File: src/kdlp_pkg.sv
`timescale 1ns / 1ps

package kdlp_pkg;

  // Field widths
  localparam int CODE_W  = 16;
  localparam int TICK_W  = 16;
  localparam int KIND_W  = 2;
  localparam int DATA_W  = 32;
  localparam int ADDR_W  = 4;

  // Hold period between held events, in ticks
  localparam int HELD_PERIOD = 100;
  localparam int MOD_W       = $clog2(HELD_PERIOD + 1);

  // Saturation value of the tick counters
  localparam logic [TICK_W-1:0] TICK_MAX = {TICK_W{1'b1}};

  // Event kinds
  localparam logic [KIND_W-1:0] EV_PRESS   = 2'd0;
  localparam logic [KIND_W-1:0] EV_HELD    = 2'd1;
  localparam logic [KIND_W-1:0] EV_RELEASE = 2'd2;

  // Register indexes (byte address is 4 times the index)
  localparam logic [1:0] REG_FILTER_TICKS  = 2'd0;
  localparam logic [1:0] REG_LONG_PRESS_EN = 2'd1;
  localparam logic [1:0] REG_RELEASED_CODE = 2'd2;

  // Reset values of the registers
  localparam logic [TICK_W-1:0] FILTER_TICKS_RST = 16'd3;

endpackage

File: src/key_debounce_long_press_core.sv
`timescale 1ns / 1ps

// Channel   | Handshake                  | Payload
// ----------+----------------------------+-------------------------------------
// scan in   | scan_valid / scan_ready    | scan_code
// event out | event_valid / event_ready  | event_kind, event_ticks, event_key
// config    | APB psel/penable/pwrite    | paddr, pwdata, prdata, pready
//
// One scan request per cycle while scan_ready is high; the debounce state updates at the
// accepting edge, and an event, if any, is registered at that edge unless the output is stalled.
// A skid register behind the output register takes one event while the output
// is stalled; scan_ready drops only while that skid register is full.
// Synchronous reset clears the debounce state and both event valid flags and
// restores the register defaults.

module key_debounce_long_press_core (
  input  logic                        clk,
  input  logic                        rst,
  // scan channel
  input  logic                        scan_valid,
  output logic                        scan_ready,
  input  logic [kdlp_pkg::CODE_W-1:0] scan_code,
  // event channel
  output logic                        event_valid,
  input  logic                        event_ready,
  output logic [kdlp_pkg::KIND_W-1:0] event_kind,
  output logic [kdlp_pkg::TICK_W-1:0] event_ticks,
  output logic [kdlp_pkg::CODE_W-1:0] event_key,
  // configuration port
  input  logic                        psel,
  input  logic                        penable,
  input  logic                        pwrite,
  input  logic [kdlp_pkg::ADDR_W-1:0] paddr,
  input  logic [kdlp_pkg::DATA_W-1:0] pwdata,
  output logic [kdlp_pkg::DATA_W-1:0] prdata,
  output logic                        pready
);

  typedef enum logic [1:0] {
    PH_RELEASED     = 2'd0,
    PH_REL_FILTER   = 2'd1,
    PH_PRESSED      = 2'd2,
    PH_PRESS_FILTER = 2'd3
  } phase_t;

  typedef struct packed {
    logic [kdlp_pkg::KIND_W-1:0] kind;
    logic [kdlp_pkg::TICK_W-1:0] ticks;
    logic [kdlp_pkg::CODE_W-1:0] key;
  } event_t;

  // Configuration registers
  logic [kdlp_pkg::TICK_W-1:0] filter_ticks;
  logic                        long_press_enable;
  logic [kdlp_pkg::CODE_W-1:0] released_code;

  // Debounce state
  phase_t                      phase, phase_next;
  logic [kdlp_pkg::CODE_W-1:0] candidate_code;
  logic [kdlp_pkg::TICK_W-1:0] stable_count, stable_count_next;
  logic [kdlp_pkg::MOD_W-1:0]  stable_mod, stable_mod_next;
  logic [kdlp_pkg::TICK_W-1:0] held_count, held_count_next;
  logic [kdlp_pkg::MOD_W-1:0]  held_mod, held_mod_next;
  logic [kdlp_pkg::CODE_W-1:0] confirmed_code, confirmed_code_next;

  // Output and skid registers
  event_t                      out_event;
  event_t                      skid_event;
  logic                        skid_valid;

  logic                        accept;
  logic                        change;
  logic [kdlp_pkg::TICK_W-1:0] base_count, count_inc;
  logic [kdlp_pkg::MOD_W-1:0]  base_mod, mod_inc;
  logic                        not_sat;
  logic                        fire;
  event_t                      new_event;
  logic                        out_free;
  logic                        cfg_write;

  assign accept     = scan_valid && scan_ready;
  assign scan_ready = !skid_valid;
  assign pready     = 1'b1;
  assign cfg_write  = psel && penable && pwrite && pready;

  assign event_kind  = out_event.kind;
  assign event_ticks = out_event.ticks;
  assign event_key   = out_event.key;

  // Register writes
  always_ff @(posedge clk) begin
    if (rst) begin
      filter_ticks      <= kdlp_pkg::FILTER_TICKS_RST;
      long_press_enable <= 1'b0;
      released_code     <= '0;
    end else if (cfg_write) begin
      unique case (paddr[3:2])
        kdlp_pkg::REG_FILTER_TICKS:  filter_ticks      <= pwdata[kdlp_pkg::TICK_W-1:0];
        kdlp_pkg::REG_LONG_PRESS_EN: long_press_enable <= pwdata[0];
        kdlp_pkg::REG_RELEASED_CODE: released_code     <= pwdata[kdlp_pkg::CODE_W-1:0];
        default: ;
      endcase
    end
  end

  // Register reads
  always_comb begin
    unique case (paddr[3:2])
      kdlp_pkg::REG_FILTER_TICKS:
        prdata = {{(kdlp_pkg::DATA_W-kdlp_pkg::TICK_W){1'b0}}, filter_ticks};
      kdlp_pkg::REG_LONG_PRESS_EN:
        prdata = {{(kdlp_pkg::DATA_W-1){1'b0}}, long_press_enable};
      kdlp_pkg::REG_RELEASED_CODE:
        prdata = {{(kdlp_pkg::DATA_W-kdlp_pkg::CODE_W){1'b0}}, released_code};
      default:
        prdata = '0;
    endcase
  end

  // Restart the stability count on a code change, then advance it, saturating.
  // The count modulo the hold period is tracked beside it.
  assign change     = scan_code != candidate_code;
  assign base_count = change ? '0 : stable_count;
  assign base_mod   = change ? '0 : stable_mod;
  assign not_sat    = base_count != kdlp_pkg::TICK_MAX;
  assign count_inc  = not_sat ? base_count + 1'b1 : base_count;
  assign mod_inc    = !not_sat ? base_mod :
                      (base_mod == kdlp_pkg::MOD_W'(kdlp_pkg::HELD_PERIOD - 1)) ? '0 :
                      base_mod + 1'b1;

  // Phase transitions and event selection
  always_comb begin
    phase_next          = phase;
    stable_count_next   = count_inc;
    stable_mod_next     = mod_inc;
    held_count_next     = held_count;
    held_mod_next       = held_mod;
    confirmed_code_next = confirmed_code;
    fire                = 1'b0;
    new_event.kind      = kdlp_pkg::EV_PRESS;
    new_event.ticks     = count_inc;
    new_event.key       = confirmed_code;
    unique case (phase)
      PH_RELEASED: begin
        if (change) begin
          phase_next = PH_REL_FILTER;
        end
      end
      PH_REL_FILTER: begin
        if (change) begin
          phase_next = PH_RELEASED;
        end else if (count_inc >= filter_ticks) begin
          held_count_next     = count_inc;
          held_mod_next       = mod_inc;
          confirmed_code_next = scan_code;
          fire                = 1'b1;
          new_event.kind      = kdlp_pkg::EV_PRESS;
          new_event.ticks     = count_inc;
          new_event.key       = scan_code;
          phase_next          = PH_PRESSED;
        end
      end
      PH_PRESSED: begin
        if (change) begin
          phase_next = PH_PRESS_FILTER;
        end else begin
          held_count_next = count_inc;
          held_mod_next   = mod_inc;
          fire            = long_press_enable && (mod_inc == '0);
          new_event.kind  = kdlp_pkg::EV_HELD;
        end
      end
      PH_PRESS_FILTER: begin
        if (change) begin
          // glitch: restore the stability count from the hold time
          stable_count_next = held_count;
          stable_mod_next   = held_mod;
          if (confirmed_code == scan_code) begin
            phase_next = PH_PRESSED;
          end
        end else if (count_inc >= filter_ticks) begin
          fire                = 1'b1;
          new_event.kind      = kdlp_pkg::EV_RELEASE;
          new_event.ticks     = held_count;
          new_event.key       = confirmed_code;
          held_count_next     = '0;
          held_mod_next       = '0;
          confirmed_code_next = scan_code;
          phase_next          = (scan_code == released_code) ? PH_RELEASED : PH_REL_FILTER;
        end
      end
      default: ;
    endcase
  end

  // Advance the debounce state on each accepted scan request
  always_ff @(posedge clk) begin
    if (rst) begin
      phase          <= PH_RELEASED;
      candidate_code <= '0;
      stable_count   <= '0;
      stable_mod     <= '0;
      held_count     <= '0;
      held_mod       <= '0;
      confirmed_code <= '0;
    end else if (accept) begin
      phase          <= phase_next;
      candidate_code <= scan_code;
      stable_count   <= stable_count_next;
      stable_mod     <= stable_mod_next;
      held_count     <= held_count_next;
      held_mod       <= held_mod_next;
      confirmed_code <= confirmed_code_next;
    end
  end

  assign out_free = !event_valid || event_ready;

  // Output and skid valid flags
  always_ff @(posedge clk) begin
    if (rst) begin
      event_valid <= 1'b0;
      skid_valid  <= 1'b0;
    end else if (out_free) begin
      if (skid_valid) begin
        event_valid <= 1'b1;
        skid_valid  <= 1'b0;
      end else begin
        event_valid <= accept && fire;
      end
    end else if (accept && fire) begin
      skid_valid <= 1'b1;
    end
  end

  // Output and skid payload
  always_ff @(posedge clk) begin
    if (out_free) begin
      out_event <= skid_valid ? skid_event : new_event;
    end
    if (!out_free && !skid_valid) begin
      skid_event <= new_event;
    end
  end

endmodule

File: config.mk
export PLATFORM = sky130hd
export DESIGN_NAME = key_debounce_long_press_core
export DESIGN_NICKNAME = d
export VERILOG_FILES = /design/src/kdlp_pkg.sv /design/src/key_debounce_long_press_core.sv
export SDC_FILE = /design/constraint.sdc
export NUM_CORES = 1
export LEC_CHECK = 0
export BUFFER_PORTS_ARGS = -buffer_cell sky130_fd_sc_hd__buf_4
export CAP_MARGIN = 20
export CELL_PAD_IN_SITES_DETAIL_PLACEMENT = 2
export CELL_PAD_IN_SITES_GLOBAL_PLACEMENT = 2
export CORE_UTILIZATION = 39
export DETAILED_ROUTE_END_ITERATION = 12
export PLACE_DENSITY = 0.85
export REMOVE_ABC_BUFFERS = 1
export SLEW_MARGIN = 20
export SYNTH_ARGS = -nofsm -noshare
export SYNTH_HDL_FRONTEND = slang
export SYNTH_SLANG_ARGS = --single-unit
File: constraint.sdc
create_clock -name clk -period 12.3 [get_ports clk]
set_input_delay 2.46 -clock clk [delete_from_list [all_inputs] [get_ports clk]]
set_output_delay 2.46 -clock clk [all_outputs]
set_load 0.02 [all_outputs]
After elaboration in Yosys (flattened, before gate mapping):

Index checks and enable logic that the tools add are counted.
W data, S select, Z words.

* bits in registers: 183
* input port bits: 59
* output and inout bits: 69
* logic and storage cells: 105

* add/sub/neg operators: 2
* order comparisons: 1
* eq/ne operators: 19
* muxes and demuxes: 42
* bitwise gates (word level): 1
* reductions and logical operators: 22

Operators with widths (number)
* $mux W16: 10
* $mux W34: 3
* $pmux W16 S3: 2
* $pmux W32 S2: 1
* $mux W7: 9
* $eq A16 B16 Y1: 2
* $pmux W7 S3: 1
* $add A16 B1 Y16 const B: 1
* $ge A16 B16 Y1: 1
* $ne A16 B16 Y1: 1
* $ne A16 B16 Y1 const B: 1
* $mux W2: 7
* $ne A2 B2 Y1 const B: 6
* $reduce_and A6 Y1: 2
* $ne A3 B3 Y1 const B: 3
* $pmux W2 S4: 1
* $add A7 B1 Y7 const B: 1
* $eq A7 B7 Y1 const B: 1
* $logic_not A7 Y1: 1
* $eq A2 B2 Y1 const B: 3
* $logic_and A1 B1 Y1: 6
* $mux W1: 6
* $pmux W2 S3: 1
* $reduce_and A2 Y1: 3
* other kinds (9): 14

Depth between registers and ports, before layout:

Gate-level depths: netlist of run 1.

* depth in word-level cells: 11
* gate-level depth with buffers: 25
* mapped depth without buffers: 18

Worst setup path after synthesis of run 1:

OpenSTA, ideal clock, no wires.

* path kind: input to register
* from: input scan_code[5] (netlist bit)
* to: register out_event, in the netlist event_ticks[1] (data pin)
* setup time: 260 ps
* data arrival time: 7676 ps
* data required time: 12040 ps
* setup slack: 4364 ps
* stages: 24
* buffers on the path: 7
* cell sequence: clkbuf_1 > xor2_1 > nor4_2 > nand4_2 > clkbuf_1 > clkbuf_1 > buf_1 > nor2_1 > ha_1 > nand3_1 > or4_1 > clkbuf_1 > a211o_1 > nand2_1 > ha_1 > a21o_1 > a31oi_1 > o21ai_0 > a211oi_2 > or3b_1 > buf_2 > buf_2 > mux2_2 > mux2_2

RTL lines
* start: declaration: RTL line key_debounce_long_press_core.sv:22 `input logic [kdlp_pkg::CODE_W-1:0] scan_code,`
* end signal: assignment: RTL line key_debounce_long_press_core.sv:239 `out_event <= skid_valid ? skid_event : new_event;`
* end: declaration: RTL line key_debounce_long_press_core.sv:67 `event_t out_event;`

==> out/metrics.cfg, run 1 <==
[outcome]
outcome=finished, final reports clean

[critical_path]
slowest_stage=or3b_1
rr_startpoint=candidate_code[2]
crit_required_ns=12.49
r2r_slack_ns=5.53
cp-end-kind=flop
cp-endpoint=event_ticks[6]
crit_arrival_ns=8.81
path_cells=buf_4 > xor2_1 > nor4_2 > nand4_2 > buf_4 > nor2_1 > ha_1 > nand3_1 > or4_1 > a211o_1 > nand2_1 > ha_1 > a21o_1 > a31oi_1 > o21ai_0 > a211oi_2 > or3b_1 > mux2_2 > mux2_2
max_stage_delay_ns=0.87
crit_fanout=44
crit_type=input port to flop
worstRegToRegCells=18
start_kind=input port
critPathLaunch=scan_code[2]
r2r-end=event_ticks[6]

[pwr]
p_leak_nw=4.35
design_power_total_mw=1.27
p_int_uw=937
powerDensity_nw_per_um2=119
power.switching_uw=332
power_switching_share_pct=26.2
power_frac_clock_pct=43.3
pwr-share-seq_pct=50.4
max-vdd-ir-drop_v=0.0000891
combPwrFrac_pct=6.2

[floorplanning]
die_w_um=156
chipHeight_um=156
die_area_um2=24300
core-area_um2=23000
num_io_pins=128
rows=55
initial_core_util_pct=40.3

[layout]
diodes=0
synthToLayoutAreaGrowth_pct=14.9
final_cell_area_um2=10600
fin_cells=1328
final_nets=1079
num-fill-cells=2461
drive_gt1_share_pct=20.7
post-route-util_pct=46.3

[synth]
syn_avg_cell_area_um2=9.66
synth_area_leader_cell=dfxtp_1
synth-simple-area-share_pct=15.8
synth-xor-area-share_pct=5.68
synth_cells=958
synth.most_common_cell=dfxtp_1
synth.distinct_cells=61
synth.area.mux_share_pct=11.8
netlist_area_um2=9250
ys_seq_area_share_pct=47.0
yosys.area_share.adder_pct=2.43
synth_compound_area_share_pct=11.3
synth-seq-cells=183
synth_top_family_by_area=simple AND/OR/NAND/NOR gates
ys.flop_type=dfxtp_1
ys_warn_count=0
netlist.area_leader.share_pct=24.9
synth_edf_count=68
synth_commonest_cells=dfxtp_1 (115), nand2_1 (114), nor2_1 (103), edfxtp_1 (68), a21oi_1 (64)
synth_area_leaders=dfxtp_1 (25%), edfxtp_1 (22%), mux2_2 (6.0%), xor2_1 (5.0%), nand2_1 (4.6%)
synthArstFlopShare_pct=0

[drt]
vias_per_cell=5.54
firstDrtPassIters=5
m1WireLength_um=13500
highest_layer=met4
drc=0
wl_per_cell_um=22.0
wirelength_um=29200
num_vias=7363
dr_wl_met3_um=860
wl_met2_um=14200
ant_nets=0
drt_iter0_markers=434

[grt]
grt_pass1_vias=8072
antenna_found_initial=0
grt_pass1_wl_um=46400
grt_max_degree=84
grt_usage_pct=25.1
grt_overflow=0

[sta]
skew_ns=0.0156
hold_ws_ns=0.470
hold_viol=0
fin_crit_sh_pct=70.1
timing.final.ws_setup_ns=3.68
slew_violations=0
worst_pin_slew_ns=1.07
post-route-min-period_ns=8.62
relSlewSlack_pct=28.5
finalSetupViolCount=0
rsz0062_at_grt=false
tns_ns=0
max_freq_mhz=116

[clock_network]
cts_setup_buffers=0
cts.sinks=183
cts-resized-gates=0
holdBufCountCts=0
cts_max_level=4
cts_tree=yes
root_buffer=clkbuf_16
cts_buffers=17
clk_latency_ns=0.45
clock_path_buffers=2
clkTransAtPathRegs_ns=0.07

[min_path]
hp-class=flop to flop

[job]
max_cap_violations=0

[place]
dp_hpwl_um=19400
dp_cells=1296
placed_cell_area_um2=10100
gp_congestion=0.797
io_buffer_count=92
place_ws_ns=3.22

worst max-delay path, delay by kind of cell:
| family | cells | cell delay (ns) |
|---|---|---|
| compound gates | 5 | 1.67 |
| simple gates | 7 | 2.74 |
| mux | 2 | 0.73 |
| xor+xnor | 1 | 0.17 |
| buf+inv | 2 | 0.42 |
| fa+ha+maj | 2 | 0.58 |
logic make-up (layout without fill, tap and decap cells):
group,count (synthesis),after routing
xor gates and xnor gates,60,60
and+or+nand+nor,318,318
other,2,17
AOI/OAI and AO/OA,161,161
buffers and inverters,118,160
muxes,98,98
DFF,183,183
adders and majority gates,18,18
how the worst min path moves through the flow:
stage / start / cells after the start / end
global placement: candidate_code[14] / 2 / candidate_code[14]
floorplan: stable_count[0] / 2 / stable_count[0]
global route: stable_count[0] / 2 / stable_count[0]
CTS: stable_count[0] / 2 / stable_count[0]
detailed placement: stable_count[0] / 2 / stable_count[0]
finish: stable_count[0] / 2 / stable_count[0]
routing by layer:
| layer | GRT usage (%) | up-vias |
|---|---|---|
| li1 | - | 3413 |
| met1 | 32.9 | 3726 |
| met2 | 42.2 | 178 |
| met3 | 2.81 | 46 |
| met4 | 9.66 | 0 |
| met5 | 0 | - |
cells in the final DEF (no fill, tap or decap), types with 6 or more instances in the layout:
master     netlist  final
mux2i_1         34     34
inv_6            0      6
inv_1           26     26
a211oi_1        24     24
mux2_4           9      9
a21oi_1         64     64
xor2_1          53     53
nand2_1        114    113
o21ai_0         19     19
nor4_1          11     10
ha_1            18     18
dfxtp_1        115    115
edfxtp_1        68     68
nand2b_1         7      6
buf_4           18    100
mux2_1           6      6
mux2_2          49     49
nand3_1         11     11
nand4_1         15     15
clkbuf_16        0     18
nor3_1          24     23
a22oi_1         19     19
conb_1           2     17
xnor2_1          7      7
nor2_1         103    101
layout make-up:
type | instances | area [um2] | share of cell area [%]
Timing Repair Buffer | 101 | 771 | 7.25
Inverter | 27 | 101 | 0.953
Clock buffer | 18 | 450 | 4.24
Clock inverter | 14 | 125 | 1.18
Sequential cell | 183 | 4340 | 40.9
Tap cell | 313 | 392 | 3.68
Multi-Input combinational cell | 672 | 4450 | 41.9
power by group through the flow:
stage	clock, mW	sequential [mW]	combinational [mW]
after global routing	0.584	0.641	0.0855
after detailed placement	0	0.654	0.0768
final	0.550	0.640	0.0790
after floorplan	0	0.651	0.0377
after global placement	0	0.653	0.0733
after CTS	0.558	0.640	0.0789
registers in the layout, summed over array words and instances (netlist names):
| name | flops |
|---|---|
| skid_event | 34 |
| candidate_code | 16 |
| confirmed_code | 16 |
| stable_mod | 7 |
| long_press_enable | 1 |
| event_ticks | 16 |
| stable_count | 16 |
| event_valid | 1 |
| skid_valid | 1 |
| held_mod | 7 |
| event_kind | 2 |
| event_key | 16 |
| held_count | 16 |
| phase | 2 |
| released_code | 16 |
| filter_ticks | 16 |
Note: power is estimated with default switching activity, not from simulation.
==> run 2: changes to the inputs <==
--- a/config.mk
+++ b/config.mk
@@ -9,9 +9,9 @@
 export CAP_MARGIN = 20
 export CELL_PAD_IN_SITES_DETAIL_PLACEMENT = 2
 export CELL_PAD_IN_SITES_GLOBAL_PLACEMENT = 2
-export CORE_UTILIZATION = 39
+export CORE_UTILIZATION = 36
 export DETAILED_ROUTE_END_ITERATION = 12
-export PLACE_DENSITY = 0.85
+export PLACE_DENSITY = 0.79
 export REMOVE_ABC_BUFFERS = 1
 export SLEW_MARGIN = 20
 export SYNTH_ARGS = -nofsm -noshare
==> constraint.sdc (replaced) <==
create_clock -name clk -period 8.5 [get_ports clk]
set_input_delay 1.7 -clock clk [delete_from_list [all_inputs] [get_ports clk]]
set_output_delay 1.7 -clock clk [all_outputs]
set_load 0.02 [all_outputs]
==> out/metrics.cfg, run 2 (synthesis results as in run 1) <==
[outcome]
outcome=finished, final reports clean

[sta]
tns_ns=0  ; unchanged
hold_viol=0  ; unchanged
slew_violations=0  ; unchanged
relSlewSlack_pct=26.9  ; -1.6 points
fin_crit_sh_pct=86.2
max_freq_mhz=136
hold_ws_ns=0.475  ; +0.00510 ns
rsz0062_at_grt=false
worst_pin_slew_ns=1.10  ; +0.0235 ns
post-route-min-period_ns=7.33
skew_ns=0.0261  ; +0.0105 ns
finalSetupViolCount=0  ; unchanged

[layout]
diodes=0  ; unchanged
layout_common_cells=dfxtp_1 (115), nand2_1 (114), buf_4 (106), nor2_1 (101), edfxtp_1 (68)
synthToLayoutAreaGrowth_pct=15.8
fin_cells=1351  ; +1.7%
num-fill-cells=2692  ; +9.4%
largest_reg_flops=34  ; unchanged
max_flop_register=skid_event
final_common_cell=dfxtp_1
final_nets=1085  ; +0.56%
drive_gt1_share_pct=20.9  ; +0.17 points

[floorplanning]
core-area_um2=25200  ; +9.6%
die_area_um2=26300  ; +8.2%
initial_core_util_pct=36.7  ; -3.5 points
chipHeight_um=162  ; +4.0%
die_w_um=162  ; +4.0%
rows=58  ; +5.5%
num_io_pins=128  ; unchanged

[critical_path]
start_kind=input port
crit_arrival_ns=7.51  ; -1.30 ns
crit_fanout=17  ; -61%
cp-end-kind=flop
crit_required_ns=8.68  ; -3.81 ns
crit_type=input port to flop

[min_path]
hp-class=flop to flop

[place]
gp_congestion=0.779  ; -2.2%
dp_cells=1318  ; +1.7%
io_buffer_count=92  ; unchanged
dp_hpwl_um=19100  ; -1.7%

[clock_network]
cts_tree=yes
cts_max_level=4  ; unchanged
cts_buffers=17  ; unchanged
cts_setup_buffers=0  ; unchanged
holdBufCountCts=0  ; unchanged
root_buffer=clkbuf_16
clkTransAtPathRegs_ns=0.08  ; about the same
cts-resized-gates=0  ; unchanged
clk_latency_ns=0.45  ; about the same
cts.sinks=183  ; unchanged
clock_path_buffers=2  ; unchanged

[grt]
grt_pass1_wl_um=43900  ; -5.3%
grt_usage_pct=21.9  ; -3.2 points
grt_pass1_vias=7814  ; -3.2%
grt_max_degree=85  ; +1.2%
antenna_found_initial=0  ; unchanged
grt_overflow=0  ; unchanged

[drt]
drc=0  ; unchanged
wirelength_um=27900  ; -4.3%
ant_nets=0  ; unchanged
firstDrtPassIters=5  ; unchanged
vias_per_cell=5.40  ; -2.6%
num_vias=7296  ; -0.91%
wl_per_cell_um=20.7  ; -6.0%
drt_iter0_markers=250  ; -42%

[pwr]
powerDensity_nw_per_um2=173  ; +45%
max-vdd-ir-drop_v=0.000117  ; +32%
p_leak_nw=4.39  ; +0.99%

[job]
max_cap_violations=0  ; unchanged

## run 2: cell types whose count changed in the layout (fill, tap and decap cells not counted), moves of 2 or more
cell	change
inv_6	-3
clkinv_2	-2
clkinv_4	+2
clkinvlp_4	-2
buf_4	+6
inv_8	+5
## run 2: final timing paths
check                          start                 to  slack [ns]  depth (start not counted)
setup / recovery       scan_code[13]       event_key[8]        1.17                         19
setup reg to reg  candidate_code[13]       event_key[8]        2.28                         18
hold / removal     candidate_code[1]  candidate_code[1]        0.48                          2
hold reg to reg    candidate_code[1]  candidate_code[1]        0.48                          2
## run 2: layer usage
metal,part of all wire [%],track usage (%)
met4,2.3,7.68
met2,49,36.7
met5,0,0
met1,46,28.4
met3,2.8,3.45
## run 2: cell type report
class                      count  area, um2  share of cell area (%)
sequential                   183       4340                    40.5
clock buffer                  18        450                    4.20
multi-input combinational    672       4450                    41.5
timing repair buffer         107        816                    7.61
tap                          330        413                    3.85
inverter                      27        101                   0.946
clock inverter                14        148                    1.38
## run 2: metrics by stage
step,setup slack [ns],cell area (um2),utilization (%),power (mW)
finish,1.17,10700,42.6,1.85
detailed placement,0.742,10100,40.1,1.06
global placement,0.816,10100,40.1,1.05
CTS,1.16,10700,42.5,1.87
floorplan,0.919,8860,-,0.996
global route,0.911,10700,42.6,1.91
## run 2: critical path, cell delays in order
cell	delay, ns
buf_4	0.15
xor2_1	0.18
nor4_2	0.42
nand4_2	0.28
nor2_1	0.17
ha_1	0.30
nand3_1	0.23
or4_1	0.80
a211o_1	0.37
nand2_1	0.16
ha_1	0.28
a21o_1	0.18
a31oi_1	0.18
o21ai_0	0.21
a211oi_2	0.68
or4b_1	0.21
buf_4	0.30
mux2_2	0.39
mux2_2	0.29
## run 2: power by group
group | leakage, nW | total (mW) | switching, mW | internal, mW
clock network | 0.297 | 0.811 | 0.398 | 0.413
registers | 1.67 | 0.926 | 0.0143 | 0.912
logic | 2.42 | 0.111 | 0.0715 | 0.0398
